==> config.mk <==
export PLATFORM = sky130hd
export DESIGN_NAME = doh_path_template_check_unit
export DESIGN_NICKNAME = d
export VERILOG_FILES = /design/src/hw/rtl/dptc_pkg.sv /design/src/hw/rtl/dptc_utf8.sv /design/src/hw/rtl/dptc_tmpl.sv /design/src/hw/rtl/doh_path_template_check_unit.sv
export VERILOG_INCLUDE_DIRS = /design/src /design/src/hw/rtl
export SDC_FILE = /design/constraint.sdc
export NUM_CORES = 1
export LEC_CHECK = 0
export BUFFER_PORTS_ARGS = -buffer_cell sky130_fd_sc_hd__buf_2
export CORE_UTILIZATION = 58
export DETAILED_ROUTE_END_ITERATION = 12
export PLACE_DENSITY = 0.83
export SETUP_SLACK_MARGIN = 0.3
export SLEW_MARGIN = 0
export SYNTH_ARGS = -nofsm -noshare
export SYNTH_HDL_FRONTEND = slang
export SYNTH_SLANG_ARGS = --single-unit
export TNS_END_PERCENT = 30
==> constraint.sdc <==
create_clock -name clk -period 2.61 [get_ports clk]
set_clock_uncertainty 0.2 [all_clocks]
set_input_delay 0.3915 -clock clk [delete_from_list [all_inputs] [get_ports clk]]
set_output_delay 0.3915 -clock clk [all_outputs]
set_load 0.05 [all_outputs]
==> src/hw/rtl/assert_macros.svh <==
// shared assertion helpers, sampled on clk and idle while rst_n is low
`ifndef ASSERT_MACROS_SVH
`define ASSERT_MACROS_SVH

// condition and consequence in the same cycle
`define ASSERT_SAME(label, ante, cons, msg) \
    label: assert property (@(posedge clk) disable iff (!rst_n) (ante) |-> (cons)) \
        else $error(msg);

// consequence in the cycle after the condition
`define ASSERT_NEXT(label, ante, cons, msg) \
    label: assert property (@(posedge clk) disable iff (!rst_n) (ante) |=> (cons)) \
        else $error(msg);

`endif

==> src/hw/rtl/dptc_pkg.sv <==
`timescale 1ns / 1ps
`default_nettype none

package dptc_pkg;

    // utf-8 lead and continuation classes
    localparam logic [7:0] UTF8_LEAD2_MASK = 8'he0;
    localparam logic [7:0] UTF8_LEAD2_CODE = 8'hc0;
    localparam logic [7:0] UTF8_LEAD3_MASK = 8'hf0;
    localparam logic [7:0] UTF8_LEAD3_CODE = 8'he0;
    localparam logic [7:0] UTF8_LEAD4_MASK = 8'hf8;
    localparam logic [7:0] UTF8_LEAD4_CODE = 8'hf0;
    localparam logic [7:0] UTF8_CONT_MASK  = 8'hc0;
    localparam logic [7:0] UTF8_CONT_CODE  = 8'h80;

    // code point limits
    localparam logic [20:0] CP_MIN_3BYTE  = 21'h000800;
    localparam logic [20:0] CP_MIN_4BYTE  = 21'h010000;
    localparam logic [20:0] CP_MAX        = 21'h10ffff;
    localparam logic [9:0]  CP_SURR_BLOCK = 10'h01b;   // bits 20:11 of 0xd800..0xdfff

    // sequence length classes (continuations expected)
    localparam logic [1:0] SEQ_NONE  = 2'd0;
    localparam logic [1:0] SEQ_TWO   = 2'd1;
    localparam logic [1:0] SEQ_THREE = 2'd2;
    localparam logic [1:0] SEQ_FOUR  = 2'd3;

    // template characters
    localparam logic [7:0] CH_SLASH  = 8'h2f;
    localparam logic [7:0] CH_HASH   = 8'h23;
    localparam logic [7:0] CH_LBRACE = 8'h7b;
    localparam logic [7:0] CH_QUERY  = 8'h3f;
    localparam logic [7:0] CH_AMP    = 8'h26;
    localparam logic [7:0] CH_D      = 8'h64;
    localparam logic [7:0] CH_N      = 8'h6e;
    localparam logic [7:0] CH_S      = 8'h73;
    localparam logic [7:0] CH_RBRACE = 8'h7d;

    // matcher progress through the dns variable
    localparam logic [2:0] MATCH_IDLE  = 3'd0;
    localparam logic [2:0] MATCH_BRACE = 3'd1;
    localparam logic [2:0] MATCH_OPER  = 3'd2;
    localparam logic [2:0] MATCH_D     = 3'd3;
    localparam logic [2:0] MATCH_N     = 3'd4;
    localparam logic [2:0] MATCH_S     = 3'd5;

    // byte position, saturating
    localparam logic [1:0] POS_FIRST  = 2'd0;
    localparam logic [1:0] POS_SECOND = 2'd1;
    localparam logic [1:0] POS_REST   = 2'd2;

    typedef struct packed {
        logic ok;
    } utf8_status_t;

    typedef struct packed {
        logic prefix_failed;
        logic fragment_seen;
        logic variable_found;
    } tmpl_status_t;

endpackage

`default_nettype wire

==> src/hw/rtl/dptc_utf8.sv <==
`timescale 1ns / 1ps
`default_nettype none

`include "assert_macros.svh"

module dptc_utf8 (
    input  wire                        clk,
    input  wire                        rst_n,
    input  wire                        step,
    input  wire                        last,
    input  wire [7:0]                  data_byte,
    output dptc_pkg::utf8_status_t     status
);

    logic [1:0]  pend_reg, pend_next;
    logic [1:0]  cls_reg, cls_next;
    logic [20:0] acc_reg, acc_next;
    logic        fail_reg, fail_next;
    logic [20:0] cp;
    logic        cp_bad;

    assign cp = {acc_reg[14:0], data_byte[5:0]};

    always_comb
    begin
        cp_bad = (cls_reg == dptc_pkg::SEQ_THREE && cp < dptc_pkg::CP_MIN_3BYTE)
              || (cls_reg == dptc_pkg::SEQ_FOUR && cp < dptc_pkg::CP_MIN_4BYTE)
              || (cp > dptc_pkg::CP_MAX)
              || (cp[20:11] == dptc_pkg::CP_SURR_BLOCK);
    end

    always_comb
    begin
        pend_next = pend_reg;
        cls_next  = cls_reg;
        acc_next  = acc_reg;
        fail_next = fail_reg;
        if (pend_reg == 2'd0)
        begin
            if (!data_byte[7])
            begin
                // plain ascii
            end
            else if ((data_byte & dptc_pkg::UTF8_LEAD2_MASK) == dptc_pkg::UTF8_LEAD2_CODE)
            begin
                // c0 and c1 are always overlong
                if (data_byte[4:0] < 5'd2)
                begin
                    fail_next = 1'b1;
                end
                else
                begin
                    cls_next  = dptc_pkg::SEQ_TWO;
                    pend_next = dptc_pkg::SEQ_TWO;
                    acc_next  = {16'd0, data_byte[4:0]};
                end
            end
            else if ((data_byte & dptc_pkg::UTF8_LEAD3_MASK) == dptc_pkg::UTF8_LEAD3_CODE)
            begin
                cls_next  = dptc_pkg::SEQ_THREE;
                pend_next = dptc_pkg::SEQ_THREE;
                acc_next  = {17'd0, data_byte[3:0]};
            end
            else if ((data_byte & dptc_pkg::UTF8_LEAD4_MASK) == dptc_pkg::UTF8_LEAD4_CODE)
            begin
                cls_next  = dptc_pkg::SEQ_FOUR;
                pend_next = dptc_pkg::SEQ_FOUR;
                acc_next  = {18'd0, data_byte[2:0]};
            end
            else
            begin
                fail_next = 1'b1;
            end
        end
        else if ((data_byte & dptc_pkg::UTF8_CONT_MASK) != dptc_pkg::UTF8_CONT_CODE)
        begin
            fail_next = 1'b1;
            pend_next = 2'd0;
        end
        else
        begin
            acc_next  = cp;
            pend_next = pend_reg - 2'd1;
            if (pend_reg == 2'd1 && cp_bad)
            begin
                fail_next = 1'b1;
            end
        end
    end

    assign status.ok = !fail_next && (pend_next == 2'd0);

    always_ff @(posedge clk or negedge rst_n)
    begin
        if (!rst_n)
        begin
            pend_reg <= 2'd0;
            cls_reg  <= dptc_pkg::SEQ_NONE;
            acc_reg  <= 21'd0;
            fail_reg <= 1'b0;
        end
        else if (step)
        begin
            if (last)
            begin
                pend_reg <= 2'd0;
                cls_reg  <= dptc_pkg::SEQ_NONE;
                acc_reg  <= 21'd0;
                fail_reg <= 1'b0;
            end
            else
            begin
                pend_reg <= pend_next;
                cls_reg  <= cls_next;
                acc_reg  <= acc_next;
                fail_reg <= fail_next;
            end
        end
    end

    `ASSERT_NEXT(a_utf8_clear_after_last, step && last, pend_reg == 2'd0 && !fail_reg, "utf-8 state not cleared after last byte")
    `ASSERT_SAME(a_utf8_pend_within_class, 1'b1, pend_reg <= cls_reg, "pending continuations exceed sequence class")

endmodule

`default_nettype wire

==> src/hw/rtl/dptc_tmpl.sv <==
`timescale 1ns / 1ps
`default_nettype none

`include "assert_macros.svh"

module dptc_tmpl (
    input  wire                        clk,
    input  wire                        rst_n,
    input  wire                        step,
    input  wire                        last,
    input  wire [7:0]                  data_byte,
    output dptc_pkg::tmpl_status_t     status
);

    logic [1:0] pos_reg, pos_next;
    logic       pfail_reg, pfail_next;
    logic       frag_reg, frag_next;
    logic [2:0] match_reg, match_next;
    logic       found_reg, found_next;
    logic       hit;

    always_comb
    begin
        case (match_reg)
            dptc_pkg::MATCH_IDLE:  hit = (data_byte == dptc_pkg::CH_LBRACE);
            dptc_pkg::MATCH_BRACE: hit = (data_byte == dptc_pkg::CH_QUERY)
                                      || (data_byte == dptc_pkg::CH_AMP);
            dptc_pkg::MATCH_OPER:  hit = (data_byte == dptc_pkg::CH_D);
            dptc_pkg::MATCH_D:     hit = (data_byte == dptc_pkg::CH_N);
            dptc_pkg::MATCH_N:     hit = (data_byte == dptc_pkg::CH_S);
            dptc_pkg::MATCH_S:     hit = (data_byte == dptc_pkg::CH_RBRACE);
            default:               hit = 1'b0;
        endcase
    end

    always_comb
    begin
        pfail_next = pfail_reg;
        frag_next  = frag_reg || (data_byte == dptc_pkg::CH_HASH);
        found_next = found_reg;
        pos_next   = pos_reg;
        if (pos_reg == dptc_pkg::POS_FIRST && data_byte != dptc_pkg::CH_SLASH)
        begin
            pfail_next = 1'b1;
        end
        if (pos_reg == dptc_pkg::POS_SECOND && data_byte == dptc_pkg::CH_SLASH)
        begin
            pfail_next = 1'b1;
        end
        if (pos_reg != dptc_pkg::POS_REST)
        begin
            pos_next = pos_reg + 2'd1;
        end

        // a miss on '{' restarts the match one character in
        if (hit && match_reg == dptc_pkg::MATCH_S)
        begin
            found_next = 1'b1;
            match_next = dptc_pkg::MATCH_IDLE;
        end
        else if (hit)
        begin
            match_next = match_reg + 3'd1;
        end
        else if (data_byte == dptc_pkg::CH_LBRACE)
        begin
            match_next = dptc_pkg::MATCH_BRACE;
        end
        else
        begin
            match_next = dptc_pkg::MATCH_IDLE;
        end
    end

    assign status.prefix_failed  = pfail_next;
    assign status.fragment_seen  = frag_next;
    assign status.variable_found = found_next;

    always_ff @(posedge clk or negedge rst_n)
    begin
        if (!rst_n)
        begin
            pos_reg   <= dptc_pkg::POS_FIRST;
            pfail_reg <= 1'b0;
            frag_reg  <= 1'b0;
            match_reg <= dptc_pkg::MATCH_IDLE;
            found_reg <= 1'b0;
        end
        else if (step)
        begin
            if (last)
            begin
                pos_reg   <= dptc_pkg::POS_FIRST;
                pfail_reg <= 1'b0;
                frag_reg  <= 1'b0;
                match_reg <= dptc_pkg::MATCH_IDLE;
                found_reg <= 1'b0;
            end
            else
            begin
                pos_reg   <= pos_next;
                pfail_reg <= pfail_next;
                frag_reg  <= frag_next;
                match_reg <= match_next;
                found_reg <= found_next;
            end
        end
    end

    `ASSERT_NEXT(a_tmpl_clear_after_last, step && last, pos_reg == dptc_pkg::POS_FIRST && match_reg == dptc_pkg::MATCH_IDLE, "template state not cleared after last byte")
    `ASSERT_SAME(a_tmpl_match_range, 1'b1, match_reg <= dptc_pkg::MATCH_S && pos_reg <= dptc_pkg::POS_REST, "matcher or position out of range")

endmodule

`default_nettype wire

==> src/hw/rtl/doh_path_template_check_unit.sv <==
// doh path template check
// input stream: one byte of the path template value per transaction,
// s_axis_tdata[7:0] is the byte and s_axis_tlast marks the last byte of the value
// output stream: one transaction per value, issued for the last byte,
// m_axis_tdata[0] template_ok, m_axis_tdata[1] utf8_ok, upper bits zero
// an accepted byte is held in the input register and updates the utf-8 and
// template state from there; the verdict of a last byte then passes into the
// output register, which drives the output transaction
// throughput is one byte per cycle unless a last byte is held back
// the state clears itself after each last byte, ready for the next value
// reset (rst_n low, asynchronous) empties both registers and clears all state
// when the receiver stalls, non-last bytes still flow; a last byte waits in the
// input register until the output register is free, and s_axis_tready drops
`timescale 1ns / 1ps
`default_nettype none

`include "assert_macros.svh"

module doh_path_template_check_unit (
    input  wire        clk,
    input  wire        rst_n,
    input  wire        s_axis_tvalid,
    output logic       s_axis_tready,
    input  wire [7:0]  s_axis_tdata,     // [7:0] data_byte
    input  wire        s_axis_tlast,     // final_byte
    output logic       m_axis_tvalid,
    input  wire        m_axis_tready,
    output logic [7:0] m_axis_tdata      // [0] template_ok, [1] utf8_ok, [7:2] zero
);

    logic                   in_valid_reg;
    logic [7:0]             in_byte_reg;
    logic                   in_last_reg;
    logic                   out_valid_reg;
    logic                   out_tok_reg;
    logic                   out_uok_reg;
    logic                   advance;
    logic                   tok;
    dptc_pkg::utf8_status_t utf8_status;
    dptc_pkg::tmpl_status_t tmpl_status;

    // only a last byte needs room in the output register
    assign advance = in_valid_reg
                  && (!in_last_reg || !out_valid_reg || m_axis_tready);
    assign s_axis_tready = !in_valid_reg || advance;

    dptc_utf8 u_utf8 (
        .clk       (clk),
        .rst_n     (rst_n),
        .step      (advance),
        .last      (in_last_reg),
        .data_byte (in_byte_reg),
        .status    (utf8_status)
    );

    dptc_tmpl u_tmpl (
        .clk       (clk),
        .rst_n     (rst_n),
        .step      (advance),
        .last      (in_last_reg),
        .data_byte (in_byte_reg),
        .status    (tmpl_status)
    );

    assign tok = utf8_status.ok && !tmpl_status.prefix_failed
              && !tmpl_status.fragment_seen && tmpl_status.variable_found;

    always_ff @(posedge clk or negedge rst_n)
    begin
        if (!rst_n)
        begin
            in_valid_reg <= 1'b0;
        end
        else if (s_axis_tready)
        begin
            in_valid_reg <= s_axis_tvalid;
        end
    end

    always_ff @(posedge clk)
    begin
        if (s_axis_tready && s_axis_tvalid)
        begin
            in_byte_reg <= s_axis_tdata;
            in_last_reg <= s_axis_tlast;
        end
    end

    always_ff @(posedge clk or negedge rst_n)
    begin
        if (!rst_n)
        begin
            out_valid_reg <= 1'b0;
        end
        else if (advance && in_last_reg)
        begin
            out_valid_reg <= 1'b1;
        end
        else if (m_axis_tready)
        begin
            out_valid_reg <= 1'b0;
        end
    end

    always_ff @(posedge clk)
    begin
        if (advance && in_last_reg)
        begin
            out_tok_reg <= tok;
            out_uok_reg <= utf8_status.ok;
        end
    end

    assign m_axis_tvalid = out_valid_reg;
    assign m_axis_tdata  = {6'd0, out_uok_reg, out_tok_reg};

    `ASSERT_SAME(a_top_result_from_last, $rose(out_valid_reg), $past(advance && in_last_reg), "result issued without a last byte")
    `ASSERT_SAME(a_top_tok_needs_uok, out_valid_reg, !(out_tok_reg && !out_uok_reg), "template verdict passed on bad utf-8")

endmodule

`default_nettype wire
* Yosys cells after proc, flatten, opt, wreduce, memory -nomap -nowiden *
Index checks and enable logic that the tools add are counted.

word-level totals
  output and inout bits = 10
  input port bits = 13
  register bits = 41
  word-level logic and storage cells = 138

cells by class
  $add $sub $neg = 3
  order comparisons = 4
  muxes and demuxes = 47
  eq/ne operators = 30
  reductions and logical operators = 39

operators by type and width
  kind                                                    number
  2-to-1 mux 15 bit                                       8
  == test 8 x 7 -> 1 bit (second input constant)          5
  2-to-1 mux 2 bit                                        17
  == test 8 x 6 -> 1 bit (second input constant)          4
  greater-than comparator 21 bit (second input constant)  1
  < comparator 21 x 12 -> 1 bit (second input constant)   1
  < comparator 21 x 17 -> 1 bit (second input constant)   1
  2-to-1 mux 1 bit                                        18
  logical AND 1 bit                                       13
  == test 10 x 5 -> 1 bit (second input constant)         1
  AND reduction 5 bit                                     2
  == test 3 bit (second input constant)                   3
  2-to-1 mux 3 bit                                        3
  logical OR 1 bit                                        8
  inequality test 8 x 6 -> 1 bit (second input constant)  1
  nonzero test 2 bit                                      4
  == test 3 x 2 -> 1 bit (second input constant)          2
  zero test 1 bit                                         6
  zero test 2 bit                                         3
  inequality test 3 bit (second input constant)           2
  case mux 1 bit (6 select lines)                         1
  == test 5 bit (second input constant)                   1
  < comparator 5 x 2 -> 1 bit (second input constant)     1
  inequality test 5 bit (second input constant)           1
  other kinds (13)                                        16

* Depth between registers and ports, before layout *
Gate-level depths: netlist (run 1).

  depth after elaboration = 14
  gate-level depth with buffers = 9
  mapped depth without buffers = 8

* Hierarchy *
From an unflattened synthesis (run 1), not the netlist that was laid out.

unflattened totals
  cells, all modules = 243
  area, all modules = 2,522.4 um^2

by module, submodules not included
  module                        times used  area an instance (um^2)  cells each  sequential area each (um^2)
  dptc_utf8                     1           1,216.2                  121         500.5
  dptc_tmpl                     1           780.7                    91          200.2
  doh_path_template_check_unit  1           525.5                    31          380.4

* Worst setup path after synthesis (run 1) *
OpenSTA, ideal clock, no wires.

  kind = register to register
  start point = register out_valid_reg, in the netlist m_axis_tvalid
  end point = register in_byte_reg[0] (enable)
  arrival = 1.756 ns
  clock period less this slack = 2.240 ns
  slack = 0.370 ns
  setup time = 0.284 ns
  cell stages (with the launch flop) = 3
  path buffers = 0
  data required time = 2.126 ns
  cells stage by stage = dfrtp_1 -> nand4b_1 -> and2_1

on the way
  word-level cells in the longest chain between the ends = 6

ends and longest elaborated chain
  what                           line                                 RTL
  from (decl)                    doh_path_template_check_unit.sv:34   logic out_valid_reg;
  from (signal assigned)         doh_path_template_check_unit.sv:93   out_valid_reg <= 1'b0;
  from (signal assigned)         doh_path_template_check_unit.sv:97   out_valid_reg <= 1'b1;
  from (signal assigned)         doh_path_template_check_unit.sv:101  out_valid_reg <= 1'b0;
  zero test 1 bit                doh_path_template_check_unit.sv:44   && (!in_last_reg || !out_valid_reg || m_axis_tready);
  logical OR 1 bit (2 in a row)  doh_path_template_check_unit.sv:44
  logical AND 1 bit              doh_path_template_check_unit.sv:44
  logical OR 1 bit               doh_path_template_check_unit.sv:45   assign s_axis_tready = !in_valid_reg || advance;
  named net s_axis_tready        doh_path_template_check_unit.sv:23   output logic s_axis_tready,
  logical AND 1 bit              doh_path_template_check_unit.sv:82   if (s_axis_tready && s_axis_tvalid)
  to (signal assigned)           doh_path_template_check_unit.sv:84   in_byte_reg <= s_axis_tdata;
  to (decl)                      doh_path_template_check_unit.sv:32   logic [7:0] in_byte_reg;

The timed path passes the listed nets, and every way through them passes these cells.
A chain may end at the register's enable or synchronous reset.

* Worst setup path after layout (run 1) *
  start point = register u_tmpl.match_reg[1]
  end point = register out_tok_reg (data pin)

on the way
  word-level cells in the longest chain between the ends = 5
  elaborated cells on any way between the ends = 10
  classes of those cells = 5 x eq/ne; 2 x mux; 3 x reduce/logical

ends and longest elaborated chain
  what                                   line                                 RTL
  from (decl)                            dptc_tmpl.sv:18                      logic [2:0] match_reg, match_next;
  from (signal assigned)                 dptc_tmpl.sv:86                      match_reg <= dptc_pkg::MATCH_IDLE;
  from (signal assigned)                 dptc_tmpl.sv:96                      match_reg <= dptc_pkg::MATCH_IDLE;
  from (signal assigned)                 dptc_tmpl.sv:104                     match_reg <= match_next;
  == test 3 bit (tied with other cells)  dptc_tmpl.sv:24, dptc_tmpl.sv:56
  case mux 1 bit (6 select lines)        dptc_tmpl.sv:24                      case (match_reg)
  logical AND 1 bit *                    dptc_tmpl.sv:56                      if (hit && match_reg == dptc_pkg::MATCH_S)
  2-to-1 mux 1 bit *                     dptc_tmpl.sv:56
  logical AND 1 bit *                    doh_path_template_check_unit.sv:66   && !tmpl_status.fragment_seen && tmpl_status.variable_found;
  named net tok                          doh_path_template_check_unit.sv:38   logic tok;
  to (signal assigned)                   doh_path_template_check_unit.sv:109  out_tok_reg <= tok;
  to (decl)                              doh_path_template_check_unit.sv:35   logic out_tok_reg;

The timed path passes the listed nets; every way through them passes the cells marked *.

==> results by group, run 1 <==
Status
  • Status: finished, final reports clean

Synthesis
  • Post-synth top area cell: dfrtp_1
  • Yosys cell types: 59
  • Yosys warns: 0
  • Synthesized area per cell: a little over 10 µm²
  • List of most frequent post-synthesis cells: dfrtp_1, nor2_1, nand2_1, inv_1, edfxtp_1
  • Ranking of synthesized cells by area: dfrtp_1, edfxtp_1, ha_1, a22o_2, nor2_1
  • EDFF count, synth: 11
  • Fraction of registers with async set/reset: approximately three quarters
  • Share of the synthesized area in the top cell type: between 30% and 40%
  • Synth Instances: 221
  • Count leader, synth: dfrtp_1
  • Seq/Total Area, Yosys: between 40% and 50%
  • Post-synth top flop: dfrtp_1
  • Mapped Area: about 0.0023 mm²
  • Synth Register Bits: 41

GRT
  • First-pass GRT wire length: 7620 µm
  • Initial antenna violation count: 0
  • Vias in the first global route: between 1500 and 2000
  • Met3 usage: 5.99%
  • GR Layer Usage met1: between 30% and 40%
  • Busiest layer in global routing: met2
  • Largest net degree at the start of global routing: 31
  • Gr usage total: between 20% and 30%
  • Global routing met2 resource utilization: between 30% and 40%
  • GRT overflow: 0

Timing
  • FMAX: ~0.44 GHz
  • Setup TNS: 0 ps
  • Fin. max-slew vios: 0
  • Tmin final: 2270 ps
  • Tcrit/Tclk final: 86.9%
  • Final setup viols: 0
  • RSZ-0062 raised after global routing: true
  • Worst slew margin: a little over half
  • Worst slew pin tran: 685 ps
  • Worst setup slack after layout: 343 ps
  • Final hold violation count: 0

Place
  • Detailed Place HPWL: 3230 µm
  • DP Area: 0.00234 mm²
  • DP Cell Count: around 280
  • IO Port Bufs: 16
  • GP Congestion: 0.968
  • DP Worst Slack: between 150 and 200 ps

Route
  • Vias per cell: between 6 and 7
  • Post-DRT Antenna Nets: 0
  • DR DRC count: 0
  • Iteration-0 DRC Markers: 127
  • WL/cell: roughly 16 µm
  • Via Count: about 1800
  • Drt first pass iters: 4
  • Final WL: about 5000 µm

Power
  • Switching share of power: between 30% and 40%
  • P_int: 0.00108 W
  • Design Power: roughly 0.0016 W
  • Psw: 0.000523 W
  • Peak supply drop: ~0.00046 V
  • Comb pwr share: 25.8%
  • Part of the power in registers: 48.5%
  • Power density cells: between 600 and 700 mW/mm²
  • Clock share of power: between 20 and 30%
  • Leakage: 1.15 nW

Layout
  • Non-filler cells, final: between 200 and 300
  • Layout cells sized above 1: 29.5%
  • Filler Cell Count: between 200 and 300
  • Area grow syn2layout: 16.6%
  • Fin area: ~0.0027 mm²
  • Largest register FFs: 15
  • Fin nets: roughly 270
  • Inserted Diodes: 0

Floorplanning
  • Row count: 22
  • Die width: between 60 and 70 µm
  • Core Area: 0.00372 mm²
  • IO Pins: 23
  • Die H: between 60 and 70 µm
  • Die ar.: 0.00418 mm²
  • Starting Density: 61.2%

Clocking
  • H-tree levels: 2
  • Max Root-Sink Buffers: 2
  • CTS Sinks: approximately 40
  • Root Buffer Master: clkbuf_8
  • TritonCTS clock tree: done
  • CTS Buf Count: 5
  • Clock transition at path regs: ~80 ps
  • Clk Latency, worst-skew pair: ~300 ps

Critical path
  • WP data arrival: roughly 2200 ps
  • Worst Path Class, Setup: flop to flop
  • CP max-delay cell: dfrtp_1
  • Max incr delay on CP: roughly 420 ps
  • Critical Path, Cell by Cell: inv_2, ha_4, mux2i_4, a21boi_1, o32a_1, or2_1, nor2_2, o2111a_1
  • Worst Setup End Kind: flop
  • Crit Path Max Fanout: 5
  • Reg2reg end: out_tok_reg$_DFFE_PP_
  • R2R depth: 8
  • Critical R2R Launch: u_tmpl.match_reg[1]$_DFFE_PN0P_
  • Worst EP required: ~2600 ps
  • R2r setup slk: roughly 340 ps
  • Crit path launch type: flop

Min path
  • Worst Hold Launch: s_axis_tdata[0]
  • Min-Delay Path Depth: 1
  • Hold Path End: in_byte_reg[0]$_DFFE_PP_
  • Hold Path Class: primary input to flop

Job
  • Max-Cap Viols: 0
==> metal layers <==
layer | up-vias | wire length (µm)
met3 | 7 | 294
met5 | - | 0
met2 | 81 | 2360
li1 | 860 | -
met4 | 0 | 65
met1 | 878 | 2170
==> critical path: cells and delay by family, from the launching register on <==
kind / cells / cell delay (ps)
AO/OA/AOI/OAI: 3 / 640
adder cells (fa/ha/maj): 1 / 190
buffers and inverters: 1 / 80
flip-flops: 1 / 420
multiplexers: 1 / 180
AND/OR/NAND/NOR: 2 / 400
==> placed cells by master (no fill, tap or decap), types with 2 or more instances in the layout <==
cell type   n
a21oi_1     8
nand3b_1    3
or4_1       2
o31ai_1     2
o22ai_1     5
a22o_1      5
nand2_1    19
ha_4        3
mux2_2      2
inv_2       2
nand3_1     3
buf_4      17
nand2b_1    2
nor2_1     19
and2_1      2
buf_2      16
dfrtp_2     2
o21ai_0     6
edfxtp_1   11
ha_1        6
nor2b_1     2
inv_1      12
nor4_1      2
clkbuf_8    5
nor3_1      4
a21o_1      2
conb_1      6
o211ai_1    3
nor2_2      2
dfrtp_1    28
a22o_2     10
==> logic make-up after synthesis <==
logic type                 count (synthesis)  synth area share, %
AOI/OAI and AO/OA                         62                 21.5
muxes                                      3                 1.43
buffers and inverters                     32                 7.54
DFF                                       41                 47.5
and+or+nand+nor                           72                 16.3
adders and majority gates                 10                 5.50
other                                      1                0.165
==> power by group through the flow <==
stage	combinational [W]	sequential, W	clock, W
floorplan	0.000278	0.000771	0
global placement	0.000330	0.000782	0
detailed placement	0.000340	0.000785	0
CTS	0.000356	0.000772	0.000413
global route	0.000455	0.000783	0.000436
finish	0.000413	0.000777	0.000412
==> through the flow <==
step                      hold WS (ps)  utilization (%)
after floorplan                   -104                -
after global placement             263             63.1
after detailed placement           271             63.1
after CTS                         64.8             66.7
after global routing              62.2             71.4
final                             69.7             71.4
==> area by class of cell <==
type,instances,area [µm²],area share (%)
inverters,14,52.6,1.98
flip-flops and latches,41,1080,40.8
multi-input cells,153,1130,42.7
repair buffers,35,238,8.96
clock inverters,3,17.5,0.660
well taps,48,60.1,2.26
clock buffers,5,68.8,2.59
==> what timing repair did <==
item	in CTS	in global routing
hold buffers	1	0
pin swaps	1	6
hold endpoints to repair	30	0
buffers inserted	2	12
setup endpoints to repair	19	20
gates resized for setup	4	17
==> worst max path at each step <==
| stage | start | to | slack [ps] | cells past startpoint |
|---|---|---|---|---|
| 2_1_floorplan | m_axis_tvalid$_DFFE_PN0P_ | in_byte_reg[0]$_DFFE_PP_ | 370 | 2 |
| 3_3_place_gp | u_tmpl.match_reg[1]$_DFFE_PN0P_ | out_tok_reg$_DFFE_PP_ | 210 | 8 |
| 3_5_place_dp | u_tmpl.match_reg[1]$_DFFE_PN0P_ | out_tok_reg$_DFFE_PP_ | 160 | 8 |
| 4_1_cts | u_utf8.pend_reg[0]$_DFFE_PN0P_ | out_tok_reg$_DFFE_PP_ | 260 | 7 |
| 5_1_grt | u_tmpl.match_reg[2]$_DFFE_PN0P_ | out_tok_reg$_DFFE_PP_ | 260 | 8 |
| 6_report | u_tmpl.match_reg[1]$_DFFE_PN0P_ | out_tok_reg$_DFFE_PP_ | 340 | 8 |
No activity file was read; power rests on OpenSTA's default activity.
==> inputs of run 2 (changes only) <==
- CORE_ASPECT_RATIO: default -> 0.5
==> results by group, run 2 (synthesis gave the netlist of run 1 again) <==
Status
  • Status: finished, final reports clean

Floorplanning
  • Row count: 15 (-32%)
  • Die ar.: 0.00419 mm² (+0.36%)
  • Core Area: 0.00358 mm² (-3.5%)
  • IO Pins: 23 (unchanged)
  • Starting Density: 63.5% (+2.2 points)
  • Die H: 46.3 µm (-28%)
  • Die width: 90.6 µm (+40%)

Critical path
  • Buf/Inv on CP: 0 (-1)
  • Critical Path, Cell by Cell: or4_4, nor2_2, a31oi_1, a41oi_1, nor2_1, mux2_2
  • R2R depth: 6 (-2)
  • Top delay family on crit path: simple AND/OR/NAND/NOR gates
  • Crit path launch type: flop
  • Worst Path Class, Setup: flop to flop
  • WP data arrival: 2290 ps (+60 ps)
  • Max incr delay on CP: 570 ps (+150 ps)
  • CP max-delay cell: edfxtp_1
  • Crit. path cell count: 6 (-2)
  • Crit Path Max Fanout: 8 (+3)
  • Worst Setup End Kind: flop
  • Worst EP required: 2590 ps (+20 ps)

Timing
  • RSZ-0062 raised after global routing: true
  • Fin. max-slew vios: 0 (unchanged)
  • Worst slew pin tran: 695 ps (+10.7 ps)
  • Tmin final: 2300 ps (+35.3 ps)
  • Final setup viols: 0 (unchanged)
  • Tcrit/Tclk final: 88.2% (+1.4 points)
  • Setup TNS: 0 ps (unchanged)
  • Worst slew margin: 53.6% (-0.71 points)
  • Final hold violation count: 0 (unchanged)
  • FMAX: 0.434 GHz (-1.5%)

Layout
  • Filler Cell Count: 245 (-7.5%)
  • Area grow syn2layout: 14.8%
  • Core Util, Final: 72.8% (+1.5 points)
  • Layout cells sized above 1: 29.1% (-0.33 points)
  • Largest register FFs: 15 (unchanged)
  • Non-filler cells, final: 298 (-0.33%)
  • Inserted Diodes: 0 (unchanged)
  • Commonest non-fill, non-tap cell in the layout: dfrtp_1
  • Most frequent cells in the layout: dfrtp_1, nand2_1, nor2_1
  • Fin nets: 269 (-1.5%)

Power
  • Clock share of power: 26.1% (+0.4 points)
  • Power density cells: 612 mW/mm² (+1.4%)
  • Part of the power in registers: 48.3% (-0.2 points)
  • Design Power: 0.00160 W (-0.22%)
  • P_int: 0.00108 W (about the same)
  • Peak supply drop: 0.000382 V (-17%)
  • Switching share of power: 32.5% (-0.11 points)
  • Psw: 0.000520 W (-0.56%)
  • Leakage: 1.12 nW (-2.1%)
  • Comb pwr share: 25.6% (-0.2 points)

GRT
  • Gr usage total: 24.5% (-0.067 points)
  • Initial antenna violation count: 0 (unchanged)
  • First-pass GRT wire length: 7650 µm (+0.46%)
  • Largest net degree at the start of global routing: 31 (unchanged)
  • GRT overflow: 0 (unchanged)
  • Vias in the first global route: 1670 (+4.8%)

Place
  • DP Cell Count: 279 (+1.1%)
  • Detailed Place HPWL: 3320 µm (+2.7%)
  • GP Congestion: 0.964 (-0.35%)
  • IO Port Bufs: 16 (unchanged)

Clocking
  • Root Buffer Master: clkbuf_8
  • CTS Sinks: 41 (unchanged)
  • Clock transition at path regs: 80 ps (about the same)
  • CTS Buf Count: 5 (unchanged)
  • H-tree levels: 2 (unchanged)
  • TritonCTS clock tree: done
  • Max Root-Sink Buffers: 2 (unchanged)
  • Clk Latency, worst-skew pair: 300 ps (about the same)

Job
  • Max-Cap Viols: 0 (unchanged)

Min path
  • Hold Path Class: primary input to flop
  • Min-Delay Path Depth: 1 (unchanged)

Route
  • WL/cell: 17.0 µm (+3.7%)
  • Via Count: 1871 (+2.5%)
  • Iteration-0 DRC Markers: 172 (+35%)
  • Final WL: 5060 µm (+3.4%)
  • Vias per cell: 6.28 (+2.8%)
  • Drt first pass iters: 5 (+1)
  • Post-DRT Antenna Nets: 0 (unchanged)
  • DR DRC count: 0 (unchanged)
[run 2: worst paths after layout]
kind / from / to / slack (ps)
setup / recovery: in_byte_reg[4]$_DFFE_PP_ / u_utf8.cls_reg[1]$_DFFE_PN0P_ / 310
hold / removal: s_axis_tlast / in_last_reg$_DFFE_PP_ / 60
setup reg to reg: in_byte_reg[4]$_DFFE_PP_ / u_utf8.cls_reg[1]$_DFFE_PN0P_ / 310
hold reg to reg: u_tmpl.pfail_reg$_DFFE_PN0P_ / u_tmpl.pfail_reg$_DFFE_PN0P_ / 310
max in group asynchronous: rst_n / u_tmpl.match_reg[2]$_DFFE_PN0P_ / 1260
min in group asynchronous: rst_n / u_utf8.acc_reg[11]$_DFFE_PN0P_ / 470
[run 2: repair_timing]
item                                    CTS  global route
pin swaps                                 1             5
cloned                                    0             0
endpoints found under the hold margin    30             0
resized for setup                         2            18
hold buffers                              1             0
endpoints found under the setup margin   19            21
setup buffers                             2             8
[run 2: final cells by class]
type,count,area (µm²),share of cell area (%)
Multi-Input combinational cell,153,1120,42.8
Tap cell,51,63.8,2.44
Clock buffer,6,72.6,2.78
Timing Repair Buffer,31,208,7.95
Sequential cell,41,1080,41.4
Inverter,14,52.6,2.01
Clock inverter,2,13.8,0.527
[run 2: layer usage]
layer,wire [µm],track usage (%),up-vias
met2,2270,40.8,106
li1,-,-,843
met4,93,9.03,0
met1,2290,32.5,903
met5,0,0,-
met3,395,5.45,19
[run 2: power by group through the flow]
stage,clock network (W),logic [W],registers (W)
finish,0.000418,0.000409,0.000771
global placement,0,0.000328,0.000780
CTS,0.000422,0.000353,0.000770
detailed placement,0,0.000342,0.000784
floorplan,0,0.000278,0.000771
global route,0.000446,0.000451,0.000777
[run 2: per-stage QoR]
stage / cell area (µm²) / hold slack [ps] / setup slack [ps]
detailed placement: 2350 / 277 / 171
global route: 2610 / 56.1 / 237
CTS: 2480 / 61.7 / 304
global placement: 2350 / 264 / 269
floorplan: 2290 / -104 / 370
finish: 2610 / 64.7 / 307
==> inputs of run 3 (changes only) <==
- MAX_ROUTING_LAYER: default -> met4
==> results by group, run 3 (synthesis gave the netlist of run 1 again) <==
Clocking
  • Clk Latency, worst-skew pair: 290 ps (about the same)
  • Max Root-Sink Buffers: 2 (unchanged)
  • H-tree levels: 2 (unchanged)
  • Clock transition at path regs: 80 ps (about the same)
  • CTS Buf Count: 5 (unchanged)
  • Root Buffer Master: clkbuf_8
  • CTS Sinks: 41 (unchanged)
  • TritonCTS clock tree: done

Timing
  • Worst slew pin tran: 701 ps (+5.14 ps)
  • Final hold violation count: 0 (unchanged)
  • Worst slew margin: 53.3% (-0.34 points)
  • Tcrit/Tclk final: 88.6% (+0.34 points)
  • Fin. max-slew vios: 0 (unchanged)
  • Tmin final: 2310 ps (+8.76 ps)
  • Setup TNS: 0 ps (unchanged)
  • RSZ-0062 raised after global routing: true
  • Final setup viols: 0 (unchanged)
  • FMAX: 0.433 GHz (-0.38%)

Job
  • Max-Cap Viols: 0 (unchanged)

Floorplanning
  • Die width: 90.6 µm (unchanged)
  • Core Area: 0.00358 mm² (unchanged)
  • Die ar.: 0.00419 mm² (unchanged)
  • IO Pins: 23 (unchanged)
  • Die H: 46.3 µm (unchanged)
  • Starting Density: 63.5% (unchanged)
  • Row count: 15 (unchanged)

Layout
  • Commonest non-fill, non-tap cell in the layout: dfrtp_1
  • Largest register FFs: 15 (unchanged)
  • Area grow syn2layout: 14.8% (unchanged)
  • Layout cells sized above 1: 29.1% (unchanged)
  • Most frequent cells in the layout: dfrtp_1, nand2_1, nor2_1
  • Inserted Diodes: 0 (unchanged)
  • Fin nets: 269 (unchanged)

Route
  • Iteration-0 DRC Markers: 206 (+20%)
  • Post-DRT Antenna Nets: 0 (unchanged)
  • DR DRC count: 0 (unchanged)
  • Final WL: 5080 µm (+0.38%)
  • Vias per cell: 6.23 (-0.75%)
  • Via Count: 1857 (-0.75%)
  • WL/cell: 17.0 µm (+0.38%)
  • Drt first pass iters: 4 (-1)

Critical path
  • Crit Path Max Fanout: 8 (unchanged)
  • Worst EP required: 2590 ps (about the same)
  • Max incr delay on CP: 570 ps (about the same)
  • Buf/Inv on CP: 0 (unchanged)
  • R2R depth: 6 (unchanged)
  • Critical Path, Cell by Cell: or4_4, nor2_2, a31oi_1, a41oi_1, nor2_1, mux2_2
  • Worst Setup End Kind: flop
  • CP max-delay cell: edfxtp_1
  • Crit path launch type: flop
  • WP data arrival: 2300 ps (about the same)
  • Crit. path cell count: 6 (unchanged)
  • Top delay family on crit path: simple AND/OR/NAND/NOR gates
  • Worst Path Class, Setup: flop to flop

Min path
  • Hold Path Class: primary input to flop
  • Min-Delay Path Depth: 1 (unchanged)

Place
  • IO Port Bufs: 16 (unchanged)
  • Detailed Place HPWL: 3320 µm (unchanged)
  • GP Congestion: 0.982 (+1.8%)

GRT
  • Initial antenna violation count: 0 (unchanged)
  • Largest net degree at the start of global routing: 31 (unchanged)
  • Vias in the first global route: 1670 (unchanged)
  • First-pass GRT wire length: 7650 µm (unchanged)
  • GRT overflow: 0 (unchanged)
  • Gr usage total: 25.3% (+0.81 points)

Power
  • Peak supply drop: 0.000380 V (-0.62%)
  • Design Power: 0.00160 W (about the same)
  • Power density cells: 612 mW/mm² (about the same)
  • Leakage: 1.12 nW (unchanged)

Status
  • Status: finished, final reports clean
-- run 3: final cells by class --
| class | count | area (µm²) |
|---|---|---|
| multi-input combinational | 153 | 1120 |
| sequential | 41 | 1080 |
| fill | 245 | 973 |
| timing repair buffer | 31 | 208 |
| clock buffer | 6 | 72.6 |
| tap | 51 | 63.8 |
| inverter | 14 | 52.6 |
| clock inverter | 2 | 13.8 |
-- run 3: where the power goes --
part,leakage (nW),switching [W],total [W],internal [W]
combinational,0.570,0.000244,0.000412,0.000169
sequential,0.510,0.0000509,0.000772,0.000721
clock,0.0417,0.000225,0.000414,0.000189
-- run 3: metrics by stage --
step	instance area, µm²	util [%]	setup slack (ps)	hold WS (ps)	instances
2_1_floorplan	2290	-	370	-104	226
3_3_place_gp	2350	65.5	269	264	279
3_5_place_dp	2350	65.5	171	277	279
4_1_cts	2480	69.1	304	61.7	290
5_1_grt	2610	72.8	235	56.1	298
6_report	2610	72.8	299	66.3	298
-- run 3: what timing repair did --
item                       CTS  global route
gates resized for setup      2            18
hold endpoints to repair    30             0
pin swaps                    1             5
buffers inserted             2             8
hold buffers                 1             0
setup endpoints to repair   19            21
-- run 3: worst paths after layout --
| check | from | endpoint | slack [ps] |
|---|---|---|---|
| max reg2reg | in_byte_reg[4]$_DFFE_PP_ | u_utf8.cls_reg[1]$_DFFE_PN0P_ | 300 |
| min reg2reg | u_tmpl.pfail_reg$_DFFE_PN0P_ | u_tmpl.pfail_reg$_DFFE_PN0P_ | 310 |
| min in group asynchronous | rst_n | u_utf8.acc_reg[11]$_DFFE_PN0P_ | 470 |
| min | s_axis_tlast | in_last_reg$_DFFE_PP_ | 70 |
| max in group asynchronous | rst_n | u_tmpl.match_reg[2]$_DFFE_PN0P_ | 1250 |
| max | in_byte_reg[4]$_DFFE_PP_ | u_utf8.cls_reg[1]$_DFFE_PN0P_ | 300 |
-- run 3: metal layers --
layer	global-route usage (%)	wire (µm)	vias to the layer above
met1	32.5	2350	896
met3	5.45	408	15
li1	-	-	842
met5	-	0	-
met4	9.03	89	0
met2	40.8	2230	104
